**config.mk**
```make
export PLATFORM = sky130hd
export DESIGN_NAME = button_edge_release_deglitch
export DESIGN_NICKNAME = d
export VERILOG_FILES = /design/src/sv/bered_pkg.sv /design/src/sv/button_edge_release_deglitch.sv /design/src/sv/bered_ptime_ram.sv /design/src/sv/bered_walker.sv
export VERILOG_INCLUDE_DIRS = /design/src /design/src/sv
export SDC_FILE = /design/constraint.sdc
export NUM_CORES = 2
export LEC_CHECK = 0
export ABC_AREA = 1
export ABC_CLOCK_PERIOD_IN_PS = 22000
export BUFFER_PORTS_ARGS = -buffer_cell sky130_fd_sc_hd__buf_4
export CAP_MARGIN = 20
export CORE_ASPECT_RATIO = 1.2
export CORE_MARGIN = 2
export CORE_UTILIZATION = 46
export CTS_CLUSTER_DIAMETER = 200
export DETAILED_ROUTE_END_ITERATION = 6
export PLACE_DENSITY = 0.69
export SYNTH_ARGS = -nofsm -noshare
export SYNTH_HDL_FRONTEND = slang
export SYNTH_SLANG_ARGS = --single-unit
```
**constraint.sdc**
```tcl
create_clock -name i_clk -period 22 [get_ports i_clk]
set_input_delay 4.4 -clock i_clk [delete_from_list [all_inputs] [get_ports i_clk]]
set_output_delay 4.4 -clock i_clk [all_outputs]
set_load 0.1 [all_outputs]
```
**src/sv/button_edge_release_deglitch_defines.svh**
```systemverilog
// assertion macros shared by the block
`ifndef BUTTON_EDGE_RELEASE_DEGLITCH_DEFINES_SVH
`define BUTTON_EDGE_RELEASE_DEGLITCH_DEFINES_SVH

// clocked check, muted while reset is held
`define BERED_ASSERT(lbl, prop, msg) \
    lbl: assert property (@(posedge i_clk) disable iff (!i_rst_n) prop) else $error(msg);

// condition that must never be seen at a clock edge
`define BERED_NEVER(lbl, cond, msg) \
    lbl: assert property (@(posedge i_clk) disable iff (!i_rst_n) !(cond)) else $error(msg);

`endif

```
**src/sv/bered_pkg.sv**
```systemverilog
package bered_pkg;

    localparam int SLOTS     = 32;
    localparam int SLOT_W    = 5;
    localparam int DATA_W    = 32;
    localparam int VAL_W     = 8;
    localparam int BPS_W     = 4;
    localparam int THR_W     = 8;
    localparam int CFG_IDX_W = 2;

    localparam logic [DATA_W-1:0] NO_DELAY = '1;

    typedef enum logic [CFG_IDX_W-1:0] {
        CFG_BITS_PER_SLOT = 2'd0,
        CFG_DEGLITCH_MASK = 2'd1,
        CFG_CHATTER_THR   = 2'd2
    } t_cfg_idx;

    // decoded configuration, bps already clamped to 1..8
    typedef struct packed {
        logic [BPS_W-1:0]  bps;
        logic [VAL_W-1:0]  mall;
        logic [VAL_W-1:0]  tpress;
        logic [VAL_W-1:0]  trel;
        logic [DATA_W-1:0] mask;
        logic [THR_W-1:0]  thr;
    } t_cfg;

    typedef struct packed {
        logic              wr_en;
        logic              rd_en;
        logic [SLOT_W-1:0] addr;
        logic [DATA_W-1:0] wdata;
    } t_ram_req;

    typedef enum logic [6:0] {
        S_IDLE  = 7'b0000001,
        S_SLOT  = 7'b0000010,
        S_ELAP  = 7'b0000100,
        S_REM   = 7'b0001000,
        S_CHK   = 7'b0010000,
        S_EMIT  = 7'b0100000,
        S_FINAL = 7'b1000000
    } t_state;

endpackage

```
**src/sv/button_edge_release_deglitch.sv**
```systemverilog
// channel   dir  handshake             payload
// input     in   i_valid / o_stall     i_raw_buttons, i_now_ms
// result    out  o_valid / i_stall     o_event_valid, o_slot_index, o_is_press,
//                                      o_retry_delay_ms, o_last
// config    in   i_cfg_we              i_cfg_idx, i_cfg_wdata
//
// a request is walked one slot per cycle by the shift/compare sequencer, unless an event holds it
// ceil(32/bits per slot) slots are walked, then final and idle
// a deglitched release steps through two subtracts on the read press time, then a check
// each event result is held in the emit state until the output is no longer stalled
// an unchanged word goes straight to the final result, which also waits out any stall
// synchronous active-low reset; press times read as zero until written

`include "button_edge_release_deglitch_defines.svh"

module button_edge_release_deglitch (
    input  logic                                 i_clk,
    input  logic                                 i_rst_n,
    input  logic                                 i_cfg_we,
    input  logic [bered_pkg::CFG_IDX_W-1:0]      i_cfg_idx,
    input  logic [bered_pkg::DATA_W-1:0]         i_cfg_wdata,
    input  logic                                 i_valid,
    output logic                                 o_stall,
    input  logic [bered_pkg::DATA_W-1:0]         i_raw_buttons,
    input  logic [bered_pkg::DATA_W-1:0]         i_now_ms,
    output logic                                 o_valid,
    input  logic                                 i_stall,
    output logic                                 o_event_valid,
    output logic [bered_pkg::SLOT_W-1:0]         o_slot_index,
    output logic                                 o_is_press,
    output logic [bered_pkg::DATA_W-1:0]         o_retry_delay_ms,
    output logic                                 o_last
);

    localparam int VW = bered_pkg::VAL_W;
    localparam int BW = bered_pkg::BPS_W;

    logic [BW-1:0]                 r_bps;
    logic [bered_pkg::DATA_W-1:0]  r_mask;
    logic [bered_pkg::THR_W-1:0]   r_thr;

    logic [BW-1:0]                 bps_c;
    logic [VW-1:0]                 mall;
    logic [VW-1:0]                 tpress;
    bered_pkg::t_cfg               cfg;
    bered_pkg::t_ram_req           ram_req;
    logic [bered_pkg::DATA_W-1:0]  ram_rd_data;

    always_ff @(posedge i_clk) begin
        if (!i_rst_n) begin
            r_bps  <= BW'(1);
            r_mask <= '1;
            r_thr  <= '0;
        end else if (i_cfg_we) begin
            case (i_cfg_idx)
                bered_pkg::CFG_BITS_PER_SLOT: r_bps  <= i_cfg_wdata[BW-1:0];
                bered_pkg::CFG_DEGLITCH_MASK: r_mask <= i_cfg_wdata;
                bered_pkg::CFG_CHATTER_THR:   r_thr  <= i_cfg_wdata[bered_pkg::THR_W-1:0];
                default: ;
            endcase
        end
    end

    // saturate slot width to 1..8
    always_comb begin
        if (r_bps == '0) begin
            bps_c = BW'(1);
        end else if (r_bps > BW'(VW)) begin
            bps_c = BW'(VW);
        end else begin
            bps_c = r_bps;
        end
    end

    assign mall   = {VW{1'b1}} >> (BW'(VW) - bps_c);
    assign tpress = mall ^ (mall >> 2);

    always_comb begin
        cfg.bps    = bps_c;
        cfg.mall   = mall;
        cfg.tpress = tpress;
        cfg.trel   = mall - tpress;
        cfg.mask   = r_mask;
        cfg.thr    = r_thr;
    end

    bered_walker u_walker (
        .i_clk            (i_clk),
        .i_rst_n          (i_rst_n),
        .i_cfg            (cfg),
        .i_valid          (i_valid),
        .o_stall          (o_stall),
        .i_raw_buttons    (i_raw_buttons),
        .i_now_ms         (i_now_ms),
        .o_ram_req        (ram_req),
        .i_ram_rd_data    (ram_rd_data),
        .o_valid          (o_valid),
        .i_stall          (i_stall),
        .o_event_valid    (o_event_valid),
        .o_slot_index     (o_slot_index),
        .o_is_press       (o_is_press),
        .o_retry_delay_ms (o_retry_delay_ms),
        .o_last           (o_last)
    );

    bered_ptime_ram u_ptime_ram (
        .i_clk     (i_clk),
        .i_rst_n   (i_rst_n),
        .i_req     (ram_req),
        .o_rd_data (ram_rd_data)
    );

    `BERED_ASSERT(a_busy_after_request, i_valid && !o_stall |=> o_stall, "request not held busy")
    `BERED_ASSERT(a_final_is_summary, o_valid && o_last |-> !o_event_valid && !o_is_press, "bad final item")
    `BERED_ASSERT(a_event_no_delay, o_valid && o_event_valid |-> o_retry_delay_ms == '0 && !o_last, "bad event item")
    `BERED_ASSERT(a_idle_after_final, o_valid && o_last && !i_stall |=> !o_valid && !o_stall, "no return to idle")
    `BERED_NEVER(a_ram_single_port, ram_req.wr_en && ram_req.rd_en, "press time read and write together")

endmodule

```
**src/sv/bered_ptime_ram.sv**
```systemverilog
module bered_ptime_ram (
    input  logic                          i_clk,
    input  logic                          i_rst_n,
    input  bered_pkg::t_ram_req           i_req,
    output logic [bered_pkg::DATA_W-1:0]  o_rd_data
);

    logic [bered_pkg::DATA_W-1:0] r_mem [bered_pkg::SLOTS];
    logic [bered_pkg::SLOTS-1:0]  r_vld;
    logic [bered_pkg::DATA_W-1:0] r_rd_data;

    // entries never written read as zero
    always_ff @(posedge i_clk) begin
        if (!i_rst_n) begin
            r_vld <= '0;
        end else if (i_req.wr_en) begin
            r_vld[i_req.addr] <= 1'b1;
        end
    end

    always_ff @(posedge i_clk) begin
        if (i_req.wr_en) begin
            r_mem[i_req.addr] <= i_req.wdata;
        end
    end

    always_ff @(posedge i_clk) begin
        if (i_req.rd_en) begin
            r_rd_data <= r_vld[i_req.addr] ? r_mem[i_req.addr] : '0;
        end
    end

    assign o_rd_data = r_rd_data;

endmodule

```
**src/sv/bered_walker.sv**
```systemverilog
module bered_walker (
    input  logic                              i_clk,
    input  logic                              i_rst_n,
    input  bered_pkg::t_cfg                   i_cfg,
    input  logic                              i_valid,
    output logic                              o_stall,
    input  logic [bered_pkg::DATA_W-1:0]      i_raw_buttons,
    input  logic [bered_pkg::DATA_W-1:0]      i_now_ms,
    output bered_pkg::t_ram_req               o_ram_req,
    input  logic [bered_pkg::DATA_W-1:0]      i_ram_rd_data,
    output logic                              o_valid,
    input  logic                              i_stall,
    output logic                              o_event_valid,
    output logic [bered_pkg::SLOT_W-1:0]      o_slot_index,
    output logic                              o_is_press,
    output logic [bered_pkg::DATA_W-1:0]      o_retry_delay_ms,
    output logic                              o_last
);

    localparam int DW = bered_pkg::DATA_W;
    localparam int SW = bered_pkg::SLOT_W;
    localparam int VW = bered_pkg::VAL_W;

    bered_pkg::t_state r_state, n_state;

    logic [DW-1:0] r_prev, n_prev;
    logic [DW-1:0] r_sh_raw, n_sh_raw;
    logic [DW-1:0] r_sh_prev, n_sh_prev;
    logic [DW-1:0] r_sh_diff, n_sh_diff;
    logic [DW-1:0] r_fmask, n_fmask;
    logic [DW-1:0] r_now, n_now;
    logic [DW-1:0] r_acc, n_acc;
    logic [DW-1:0] r_delay, n_delay;
    logic [SW-1:0] r_idx, n_idx;
    logic [SW-1:0] r_pos, n_pos;

    logic          r_out_ev, n_out_ev;
    logic [SW-1:0] r_out_slot, n_out_slot;
    logic          r_out_press, n_out_press;
    logic [DW-1:0] r_out_delay, n_out_delay;
    logic          r_out_last, n_out_last;

    logic [VW-1:0] v, pv;
    logic          diff_nz, pressed, released, ppressed, preleased;
    logic          same_class, is_event, in_mask, last_slot, adv, suppress;
    logic [SW:0]   pos_sum;
    logic [DW-1:0] sub_a, sub_b, sub_y;

    assign v         = r_sh_raw[VW-1:0] & i_cfg.mall;
    assign pv        = r_sh_prev[VW-1:0] & i_cfg.mall;
    assign diff_nz   = |(r_sh_diff[VW-1:0] & i_cfg.mall);
    assign pressed   = v >= i_cfg.tpress;
    assign released  = v <= i_cfg.trel;
    assign ppressed  = pv >= i_cfg.tpress;
    assign preleased = pv <= i_cfg.trel;
    // one-bit slots always change class when they change
    assign same_class = (i_cfg.bps != bered_pkg::BPS_W'(1))
                        && (pressed == ppressed) && (released == preleased);
    assign is_event  = diff_nz && (pressed != released) && !same_class;
    assign in_mask   = i_cfg.mask[r_idx];

    assign pos_sum   = {1'b0, r_pos} + (SW+1)'(i_cfg.bps);
    assign last_slot = (r_idx == SW'(bered_pkg::SLOTS - 1)) || pos_sum[SW];

    assign suppress  = (r_acc != '0) && !r_acc[DW-1];

    // shared subtractor: elapsed time, then remaining time
    always_comb begin
        if (r_state == bered_pkg::S_REM) begin
            sub_a = DW'(i_cfg.thr);
            sub_b = r_acc;
        end else begin
            sub_a = r_now;
            sub_b = i_ram_rd_data;
        end
    end
    assign sub_y = sub_a - sub_b;

    always_comb begin
        o_ram_req.wr_en = (r_state == bered_pkg::S_SLOT) && is_event && in_mask && pressed;
        o_ram_req.rd_en = (r_state == bered_pkg::S_SLOT) && is_event && in_mask && !pressed;
        o_ram_req.addr  = r_idx;
        o_ram_req.wdata = r_now;
    end

    always_comb begin
        n_state     = r_state;
        n_prev      = r_prev;
        n_sh_raw    = r_sh_raw;
        n_sh_prev   = r_sh_prev;
        n_sh_diff   = r_sh_diff;
        n_fmask     = r_fmask;
        n_now       = r_now;
        n_acc       = r_acc;
        n_delay     = r_delay;
        n_idx       = r_idx;
        n_pos       = r_pos;
        n_out_ev    = r_out_ev;
        n_out_slot  = r_out_slot;
        n_out_press = r_out_press;
        n_out_delay = r_out_delay;
        n_out_last  = r_out_last;
        adv         = 1'b0;

        case (r_state)
            bered_pkg::S_IDLE: begin
                if (i_valid) begin
                    n_now   = i_now_ms;
                    n_delay = bered_pkg::NO_DELAY;
                    if (i_raw_buttons == r_prev) begin
                        n_state     = bered_pkg::S_FINAL;
                        n_out_ev    = 1'b0;
                        n_out_slot  = '0;
                        n_out_press = 1'b0;
                        n_out_delay = bered_pkg::NO_DELAY;
                        n_out_last  = 1'b1;
                    end else begin
                        n_state   = bered_pkg::S_SLOT;
                        n_prev    = i_raw_buttons;
                        n_sh_raw  = i_raw_buttons;
                        n_sh_prev = r_prev;
                        n_sh_diff = i_raw_buttons ^ r_prev;
                        n_fmask   = DW'(i_cfg.mall);
                        n_idx     = '0;
                        n_pos     = '0;
                    end
                end
            end
            bered_pkg::S_SLOT: begin
                if (!is_event) begin
                    adv = 1'b1;
                end else if (in_mask && !pressed) begin
                    n_state = bered_pkg::S_ELAP;
                end else begin
                    n_state     = bered_pkg::S_EMIT;
                    n_out_ev    = 1'b1;
                    n_out_slot  = r_idx;
                    n_out_press = pressed;
                    n_out_delay = '0;
                    n_out_last  = 1'b0;
                end
            end
            bered_pkg::S_ELAP: begin
                n_acc   = sub_y;
                n_state = bered_pkg::S_REM;
            end
            bered_pkg::S_REM: begin
                n_acc   = sub_y;
                n_state = bered_pkg::S_CHK;
            end
            bered_pkg::S_CHK: begin
                if (suppress) begin
                    // short release: hold the slot pressed in the stored word
                    n_prev = r_prev | r_fmask;
                    if (r_delay > r_acc) begin
                        n_delay = r_acc;
                    end
                    adv = 1'b1;
                end else begin
                    n_state     = bered_pkg::S_EMIT;
                    n_out_ev    = 1'b1;
                    n_out_slot  = r_idx;
                    n_out_press = 1'b0;
                    n_out_delay = '0;
                    n_out_last  = 1'b0;
                end
            end
            bered_pkg::S_EMIT: begin
                if (!i_stall) begin
                    adv = 1'b1;
                end
            end
            bered_pkg::S_FINAL: begin
                if (!i_stall) begin
                    n_state = bered_pkg::S_IDLE;
                end
            end
            default: begin
                n_state = bered_pkg::S_IDLE;
            end
        endcase

        if (adv) begin
            if (last_slot) begin
                n_state     = bered_pkg::S_FINAL;
                n_out_ev    = 1'b0;
                n_out_slot  = '0;
                n_out_press = 1'b0;
                n_out_delay = n_delay;
                n_out_last  = 1'b1;
            end else begin
                n_state   = bered_pkg::S_SLOT;
                n_sh_raw  = r_sh_raw >> i_cfg.bps;
                n_sh_prev = r_sh_prev >> i_cfg.bps;
                n_sh_diff = r_sh_diff >> i_cfg.bps;
                n_fmask   = r_fmask << i_cfg.bps;
                n_idx     = r_idx + SW'(1);
                n_pos     = pos_sum[SW-1:0];
            end
        end
    end

    always_ff @(posedge i_clk) begin
        if (!i_rst_n) begin
            r_state <= bered_pkg::S_IDLE;
            r_prev  <= '0;
        end else begin
            r_state <= n_state;
            r_prev  <= n_prev;
        end
    end

    always_ff @(posedge i_clk) begin
        r_sh_raw    <= n_sh_raw;
        r_sh_prev   <= n_sh_prev;
        r_sh_diff   <= n_sh_diff;
        r_fmask     <= n_fmask;
        r_now       <= n_now;
        r_acc       <= n_acc;
        r_delay     <= n_delay;
        r_idx       <= n_idx;
        r_pos       <= n_pos;
        r_out_ev    <= n_out_ev;
        r_out_slot  <= n_out_slot;
        r_out_press <= n_out_press;
        r_out_delay <= n_out_delay;
        r_out_last  <= n_out_last;
    end

    assign o_stall          = (r_state != bered_pkg::S_IDLE);
    assign o_valid          = (r_state == bered_pkg::S_EMIT) || (r_state == bered_pkg::S_FINAL);
    assign o_event_valid    = r_out_ev;
    assign o_slot_index     = r_out_slot;
    assign o_is_press       = r_out_press;
    assign o_retry_delay_ms = r_out_delay;
    assign o_last           = r_out_last;

endmodule
```
# After elaboration in Yosys (flattened, before gate mapping)
# Memories as Yosys holds them, arrays and structs flattened. A register that Yosys moved wholly into a read port is not among the register bits.
# Index checks and enable logic that the tools add are counted.
# W data, S select, Z words.
[word_totals]
reg_bits = 389
ramBits = 1024
out_inout_bits = 42
elab_cells = 202
memories = 1
[mem_list]
columns = ["name", "depth", "width", "read_ports", "rd_clocked_by_memory_dff", "write_ports", "line_no", "rtl"]
rows = [
  ["u_ptime_ram.r_mem", 32, 32, 1, 1, 1, "bered_ptime_ram.sv:8", "logic [bered_pkg::DATA_W-1:0] r_mem [bered_pkg::SLOTS];"],
]
[op_classes]
add_sub_neg = 5
n_lt_le_gt_ge = 8
eq_ne = 24
n_shift = 5
n_mux = 103
bitwise_logic = 7
n_reduce_logical = 29
[ops]
columns = ["op", "count"]
rows = [
  ["$mux W32", 35],
  ["$pmux W32 S2", 2],
  ["$pmux W32 S3", 1],
  ["$shr A32 B4 Y32", 3],
  ["$mux W5", 17],
  ["$or A32 B32 Y32", 2],
  ["$mux W7", 7],
  ["$pmux W7 S7", 1],
  ["$eq A32 B32 Y1", 1],
  ["$gt A32 B32 Y1", 1],
  ["$reduce_bool A32 Y1", 1],
  ["$shl A32 B4 Y32", 1],
  ["$sub A32 B32 Y32", 1],
  ["$xor A32 B32 Y32", 1],
  ["$mux W1", 29],
  ["$and A8 B8 Y8", 3],
  ["$ge A8 B8 Y1", 2],
  ["$le A8 B8 Y1", 2],
  ["$pmux W5 S3", 1],
  ["$pmux W1 S3", 4],
  ["$logic_and A1 B1 Y1", 11],
  ["$bmux W1 S5", 2],
  ["$ne A3 B2 Y1 const B", 3],
  ["$mux W4", 2],
  ["38 further kinds", 48],
]

# Logic depth before layout (Yosys ltp)
[logic_depth]
depth_word = 17
ltp_mapped = 34
ltp_nobuf = 30

# Modules after synthesis
# Synthesis repeated with hierarchy kept, for this count alone.
[hier_totals]
hier_cells = 8236
area_unflattened_um2 = 69558.0
[modules_own_cells]
columns = ["mod", "n_inst", "cells_per_inst", "area_per_inst_um2"]
rows = [
  ["bered_ptime_ram", 1, 4355, 44945.6],
  ["bered_walker", 1, 3613, 22621.7],
  ["button_edge_release_deglitch", 1, 268, 1990.7],
]

# Worst setup path before layout
# No wires, ideal clock.
[synth_timing]
path_kind = "register to register"
start = "register r_bps[3]"
end = "register u_ptime_ram.r_rd_data, in the netlist u_ptime_ram.o_rd_data[0] (read register of u_ptime_ram.r_mem) (enable)"
setup_time_ns = 0.461
arrival_ns = 6.483
required_time_ns = 21.539
slack_ns = 15.056
path_stages_with_launch = 28
n_path_buf = 6
synth_period_minus_slack_ns = 6.944
cell_sequence = "dfxtp_1 > clkbuf_2 > clkbuf_1 > nor2_1 > inv_1 > clkbuf_1 > clkbuf_1 > buf_1 > ha_1 > nand2_1 > inv_1 > ha_1 > inv_1 > nor2_1 > o21ai_0 > nand3_1 > ha_1 > nand4_1 > inv_1 > nand2_1 > a21oi_1 > inv_1 > nand3_1 > nand2_1 > nor2_1 > nand2_1 > buf_6 > nor3_1"
[synth_lines]
columns = ["element", "line_no", "rtl"]
rows = [
  ["start, declared", "button_edge_release_deglitch.sv:38", "logic [BW-1:0] r_bps;"],
  ["start signal, assigned", "button_edge_release_deglitch.sv:56", "bered_pkg::CFG_BITS_PER_SLOT: r_bps <= i_cfg_wdata[BW-1:0];"],
  ["end, declared", "bered_ptime_ram.sv:10", "logic [bered_pkg::DATA_W-1:0] r_rd_data;"],
]

# Worst setup path after layout
[layout_timing]
start = "register r_bps[3]"
end = "memory u_ptime_ram.r_mem[10][10] (netlist name) (enable)"
[layout_between]
elab_chain_cells = 17
[layout_rtl]
columns = ["element", "line_no", "rtl"]
rows = [
  ["$gt A4 B4 Y1", "button_edge_release_deglitch.sv:68", "end else if (r_bps > BW'(VW)) begin"],
  ["$mux W4", "button_edge_release_deglitch.sv:68", ""],
  ["$mux W4 *", "button_edge_release_deglitch.sv:66", "if (r_bps == '0) begin"],
  ["$sub A4 B4 Y4", "button_edge_release_deglitch.sv:75", "assign mall = {VW{1'b1}} >> (BW'(VW) - bps_c);"],
  ["$shr A8 B4 Y8", "button_edge_release_deglitch.sv:75", ""],
  ["$xor A8 B6 Y8, or another cell as far along", "button_edge_release_deglitch.sv:76", "assign tpress = mall ^ (mall >> 2);"],
  ["$sub A8 B8 Y8, or another cell as far along", "button_edge_release_deglitch.sv:82", "cfg.trel = mall - tpress;"],
  ["$le A8 B8 Y1, or another cell as far along", "bered_walker.sv:53", "assign released = v <= i_cfg.trel;"],
  ["$eq A1 B1 Y1 / $logic_and A1 B1 Y1 (equally long branches)", "bered_walker.sv:58", "&& (pressed == ppressed) && (released == preleased);"],
  ["$logic_and A1 B1 Y1", "bered_walker.sv:58", ""],
  ["$logic_not A1 Y1", "bered_walker.sv:59", "assign is_event = diff_nz && (pressed != released) && !same_class;"],
  ["$logic_and A1 B1 Y1", "bered_walker.sv:59", ""],
  ["$logic_and A1 B1 Y1 (2 in a row)", "bered_walker.sv:80", "o_ram_req.wr_en = (r_state == bered_pkg::S_SLOT) && is_event && in_mask && pressed;"],
  ["$logic_and A1 B1 Y1 *", "bered_walker.sv:80", ""],
  ["$mux W1 *", "bered_ptime_ram.sv:22", "if (i_req.wr_en) begin"],
  ["$mux W1 (implied by the code) *", "bered_ptime_ram.sv:23", "r_mem[i_req.addr] <= i_req.wdata;"],
  ["end, declared", "bered_ptime_ram.sv:8", ""],
]
# Mark *: on every way between the ends. The rest lies on a longest branch, timed or not.

==> results.txt <==
The later pin in the worst-skew pair is clocked with a latency of 0.83 ns. The critical path launch point type is a flop. The final reports fail on DRC. Clock network fraction of design power: 0.357. Period utilization: 0.351. The run gives 0 as the number of setup violations in the final report. By instance count, the cell type seen most on the critical path is sky130_fd_sc_hd__nand2_1. CTS built an H-tree with a depth of 4. The die is 348 µm wide. The count of hold-fix buffers inserted at cts is 0, and the synthesized flop and latch total is 1445. Port buffering added 144 buffers.

For this run, the leading register cell type out of synthesis is sky130_fd_sc_hd__edfxtp_1. The logs give 0 for the post-CTS setup-driven buffer insertion count and 303000 µm for the first-pass GRT wire length. After detailed routing, the average wire length per cell comes to 23.6 µm. Data on the critical path is required at its endpoint by 22.44 ns.

The logs give 0.464 for the starting utilization of the core area and 0.455 for the register share of total power. The tools report the post-detailed-placement cell area as 0.0684 mm². Once placement completed, the tool counted placed cells totaling 8400.

Counting along the longest clock path gives a buffer depth of 3. The finished layout holds 8680 standard cells, fillers aside. The worst hold path belongs to the class reg2reg. The power density relative to cell area came out at 96.2 mW/mm². On the worst path, the slowest cell contributes a delay of 0.69 ns. In this run the standard cell core region covers 0.141 mm². Floorplan die height: 417 µm.

The half-perimeter wire length after placement came out at 117000 µm. The worst setup path is captured at a flop. In the layout the commonest cells are 1232 x sky130_fd_sc_hd__nand2_1, 1128 x sky130_fd_sc_hd__edfxtp_1, 1091 x sky130_fd_sc_hd__o21ai_0. Placer congestion estimate: 0.969. In this run the worst setup path begins at r_bps[3]. IR analysis of the VDD net gives a maximum drop of 92.0 µV. Adding up every negative setup slack in the final design gives 0 ns.

The static leakage power was 0.0273 µW; the total number of cells along the worst setup path was 27. Total buffers and inverters traversed by the critical path: 9. Setup repair after global routing left no endpoint under its margin. The count of cells resized by post-cts repair was 0; the async set-reset flop share out of synthesis was 0. For this run, design rule violations remaining after detail routing come to 2.

The clock slew seen by the registers of the worst setup and hold paths was 0.06 ns. The setup path with the least slack is of type reg2reg. The worst hold path stage count was 2. After synthesis, the mean cell area works out to 9.71 µm². The pin count of the biggest net entering global routing is 191. The run gives 0 as the count of final max-slew check failures. Summed over all nets, the switching power comes to 2170 µW. Share of layout cells above drive strength 1: 0.0861. Row generation in the floorplan step produced 151 rows.

Counting cells, the worst reg-to-reg path comes to 27. For the number of global-route vias before repair, the log shows 48600. Leaving out fill and tap cells, the most frequent cell in the layout is sky130_fd_sc_hd__nand2_1. The peak clock frequency supported by timing was 129 MHz; the global-route congestion overflow total was 0. The initial antenna violation count was 3.

The run gives 0 as the number of nets still failing antenna checks after routing. Data arrives at the worst endpoint at 8.16 ns. Across all layers, the routed design uses 51700 vias.

The internal portion of the total power is 4910 µW. During I/O placement, the number of pins put on the boundary was 145. For the number of hold violations in the final report, the log shows 0. TritonCTS built the clock tree. Number of instances in the synthesized netlist: 6742. After synthesis, the netlist uses 54 different library cells. The run gives 0 as the max capacitance violation total. The switching part of the total is 0.306. In this run, CTS created clock tree buffers numbering 148. The proportion of synthesized chip area in sequential cells came out at 0.615.

The slew of the pin with the lowest slew margin is 1.13 ns. For the count of fill cells added during filler insertion, the log shows 12300. The worst path needs 7.72 ns of the cycle, external delays included. Along the worst path, the maximum fanout reaches 72. The kind of cell with the highest combined delay on the critical path was simple AND/OR/NAND/NOR gates.

The run finished, with violations left. After the last flow step, the layout net total stands at 6929. In this run the critical register-to-register path is launched from r_bps[3]. The logs give 0.188 for the proportion of power drawn by combinational gates and 14.28 ns for the flop-to-flop setup slack. The DRC violation total after the first TritonRoute iteration is 6335. The end point of the critical path was u_ptime_ram.r_mem[10][10].

The tree built by TritonCTS fans out to 1445 sinks. Between clock sinks in the finished design, the worst skew comes to 0.0684 ns. The tree is rooted in a sky130_fd_sc_hd__clkbuf_16.

The tools report the total track usage as 0.277. The number of enable flip-flop cells after synthesis is 1128. For the worst slew margin relative to its limit, the log shows 0.247.

Cell with the largest stage delay on the worst path: sky130_fd_sc_hd__nor2_4. The relative area change from synthesis to final layout was 12.4%; the final design area excluding fillers was 0.0735 mm². The floorplan die area was 0.145 mm². Across all hold checks on the routed design, the worst slack comes to 0.454 ns.

The endpoint identified for the worst register-to-register timing path is u_ptime_ram.r_mem[10][10]. The startpoint identified for the worst hold timing path is r_thr[1]. The mean number of vias per cell works out to 5.95.

The run gives 205000 µm as the total wirelength of the detailed-routed design. The first detailed-routing pass took 7 iterations. The netlist area before placement is 0.0654 mm².

During synthesis, Yosys emitted a total of 0 warnings.
[routing by layer]
| metal | vias up | GRT usage | wire [µm] | part of all wire |
|---|---|---|---|---|
| li1 | 23600 | - | - | - |
| met1 | 24900 | 0.369 | 80800 | 0.39 |
| met2 | 2700 | 0.438 | 94600 | 0.46 |
| met3 | 535 | 0.0411 | 18700 | 0.091 |
| met4 | 0 | 0.146 | 11100 | 0.054 |
| met5 | - | 0 | 0 | 0 |
[synthesized netlist by cell type (15+ instances only)]
cell type / instances / share of area
sky130_fd_sc_hd__a21oi_1: 277 / 0.021
sky130_fd_sc_hd__a31oi_1: 16 / 0.0015
sky130_fd_sc_hd__buf_1: 15 / 0.00086
sky130_fd_sc_hd__buf_2: 35 / 0.0027
sky130_fd_sc_hd__clkbuf_1: 368 / 0.021
sky130_fd_sc_hd__dfxtp_1: 317 / 0.097
sky130_fd_sc_hd__edfxtp_1: 1128 / 0.52
sky130_fd_sc_hd__ha_1: 100 / 0.019
sky130_fd_sc_hd__inv_1: 428 / 0.025
sky130_fd_sc_hd__mux2i_1: 19 / 0.0029
sky130_fd_sc_hd__nand2_1: 1235 / 0.071
sky130_fd_sc_hd__nand3_1: 204 / 0.016
sky130_fd_sc_hd__nand4_1: 81 / 0.0077
sky130_fd_sc_hd__nor2_1: 776 / 0.045
sky130_fd_sc_hd__nor3_1: 20 / 0.0015
sky130_fd_sc_hd__o21a_1: 23 / 0.0026
sky130_fd_sc_hd__o21ai_0: 1091 / 0.083
sky130_fd_sc_hd__o21bai_1: 20 / 0.0023
sky130_fd_sc_hd__o221ai_1: 29 / 0.0039
sky130_fd_sc_hd__o22ai_1: 314 / 0.030
sky130_fd_sc_hd__or2_2: 41 / 0.0039
sky130_fd_sc_hd__xor2_1: 57 / 0.0076
[registers in the layout (all words and copies together) (netlist names)]
signal and flops:
r_bps 4, r_mask 32, r_thr 8, u_ptime_ram.o_rd_data 32, u_ptime_ram.r_mem 1024, u_ptime_ram.r_vld 32, u_walker.o_event_valid 1, u_walker.o_is_press 1
u_walker.o_last 1, u_walker.o_retry_delay_ms 32, u_walker.o_slot_index 5, u_walker.r_acc 32, u_walker.r_delay 32, u_walker.r_fmask 32, u_walker.r_idx 5, u_walker.r_now 32
u_walker.r_pos 5, u_walker.r_prev 32, u_walker.r_sh_diff 32, u_walker.r_sh_prev 32, u_walker.r_sh_raw 32, u_walker.r_state 7
[final cells by class]
type / count / area, µm² / share of cell area
Antenna cell: 1 / 2.50 / 0.0000340
Multi-Input combinational cell: 4428 / 22200 / 0.302
Clock inverter: 77 / 873 / 0.0119
Clock buffer: 192 / 4050 / 0.0551
Tap cell: 1836 / 2300 / 0.0312
Inverter: 445 / 1690 / 0.0230
Sequential cell: 1445 / 40200 / 0.547
Timing Repair Buffer: 256 / 2170 / 0.0295
[power groups by stage]
stage	Sequential, µW	Clock [µW]	Combinational, µW
after floorplan	3280	0	879
after global placement	3280	0	1260
after detailed placement	3280	0	1280
after CTS	3220	2550	1290
after global routing	3230	2660	1470
final	3220	2530	1330
[cells by family after synthesis]
logic type,count (synthesis),share of synthesized area
AND/OR/NAND/NOR,2382,0.147
AO/OA/AOI/OAI,1845,0.154
buffers and inverters,877,0.0518
adder cells (fa/ha/maj),102,0.0197
flip-flops,1445,0.615
multiplexers,19,0.00291
other,1,0.0000573
XOR/XNOR,71,0.00950
[worst reg2reg max path, stage by stage (launching register included)]
cell and delay, ns:
sky130_fd_sc_hd__dfxtp_2 0.31, sky130_fd_sc_hd__buf_4 0.65, sky130_fd_sc_hd__inv_2 0.14, sky130_fd_sc_hd__nand2_4 0.58, sky130_fd_sc_hd__inv_2 0.10, sky130_fd_sc_hd__ha_1 0.35
sky130_fd_sc_hd__nand2_1 0.19, sky130_fd_sc_hd__inv_1 0.14, sky130_fd_sc_hd__ha_1 0.34, sky130_fd_sc_hd__inv_1 0.14, sky130_fd_sc_hd__nor2_1 0.06, sky130_fd_sc_hd__o21ai_0 0.15
sky130_fd_sc_hd__nand3_1 0.13, sky130_fd_sc_hd__ha_1 0.32, sky130_fd_sc_hd__nand4_1 0.12, sky130_fd_sc_hd__inv_1 0.07, sky130_fd_sc_hd__nand2_1 0.05, sky130_fd_sc_hd__a21oi_1 0.29
sky130_fd_sc_hd__inv_1 0.10, sky130_fd_sc_hd__nand3_1 0.09, sky130_fd_sc_hd__nand2_1 0.05, sky130_fd_sc_hd__nor2_1 0.16, sky130_fd_sc_hd__nand2_1 0.31, sky130_fd_sc_hd__nor3_4 0.21
sky130_fd_sc_hd__buf_4 0.38, sky130_fd_sc_hd__nand2_1 0.60, sky130_fd_sc_hd__nor2_4 0.69, sky130_fd_sc_hd__buf_4 0.54
[how the worst min path moves through the flow]
stage,to,slack [ns]
6_report,r_thr[1],0.45
2_1_floorplan,r_thr[1],0.42
4_1_cts,r_thr[4],0.46
3_3_place_gp,r_mask[19],0.44
5_1_grt,u_ptime_ram.r_vld[21],0.47
3_5_place_dp,r_mask[14],0.44
[metrics by stage]
step                power [µW]   util  setup WS, ns
floorplan                 4160      -         15.06
global placement          4540  0.484         13.84
detailed placement        4560  0.484         13.81
CTS                       7070  0.519         14.34
global route              7360  0.521         13.77
finish                    7080  0.521         14.28
(Power assumes the default switching activity.)
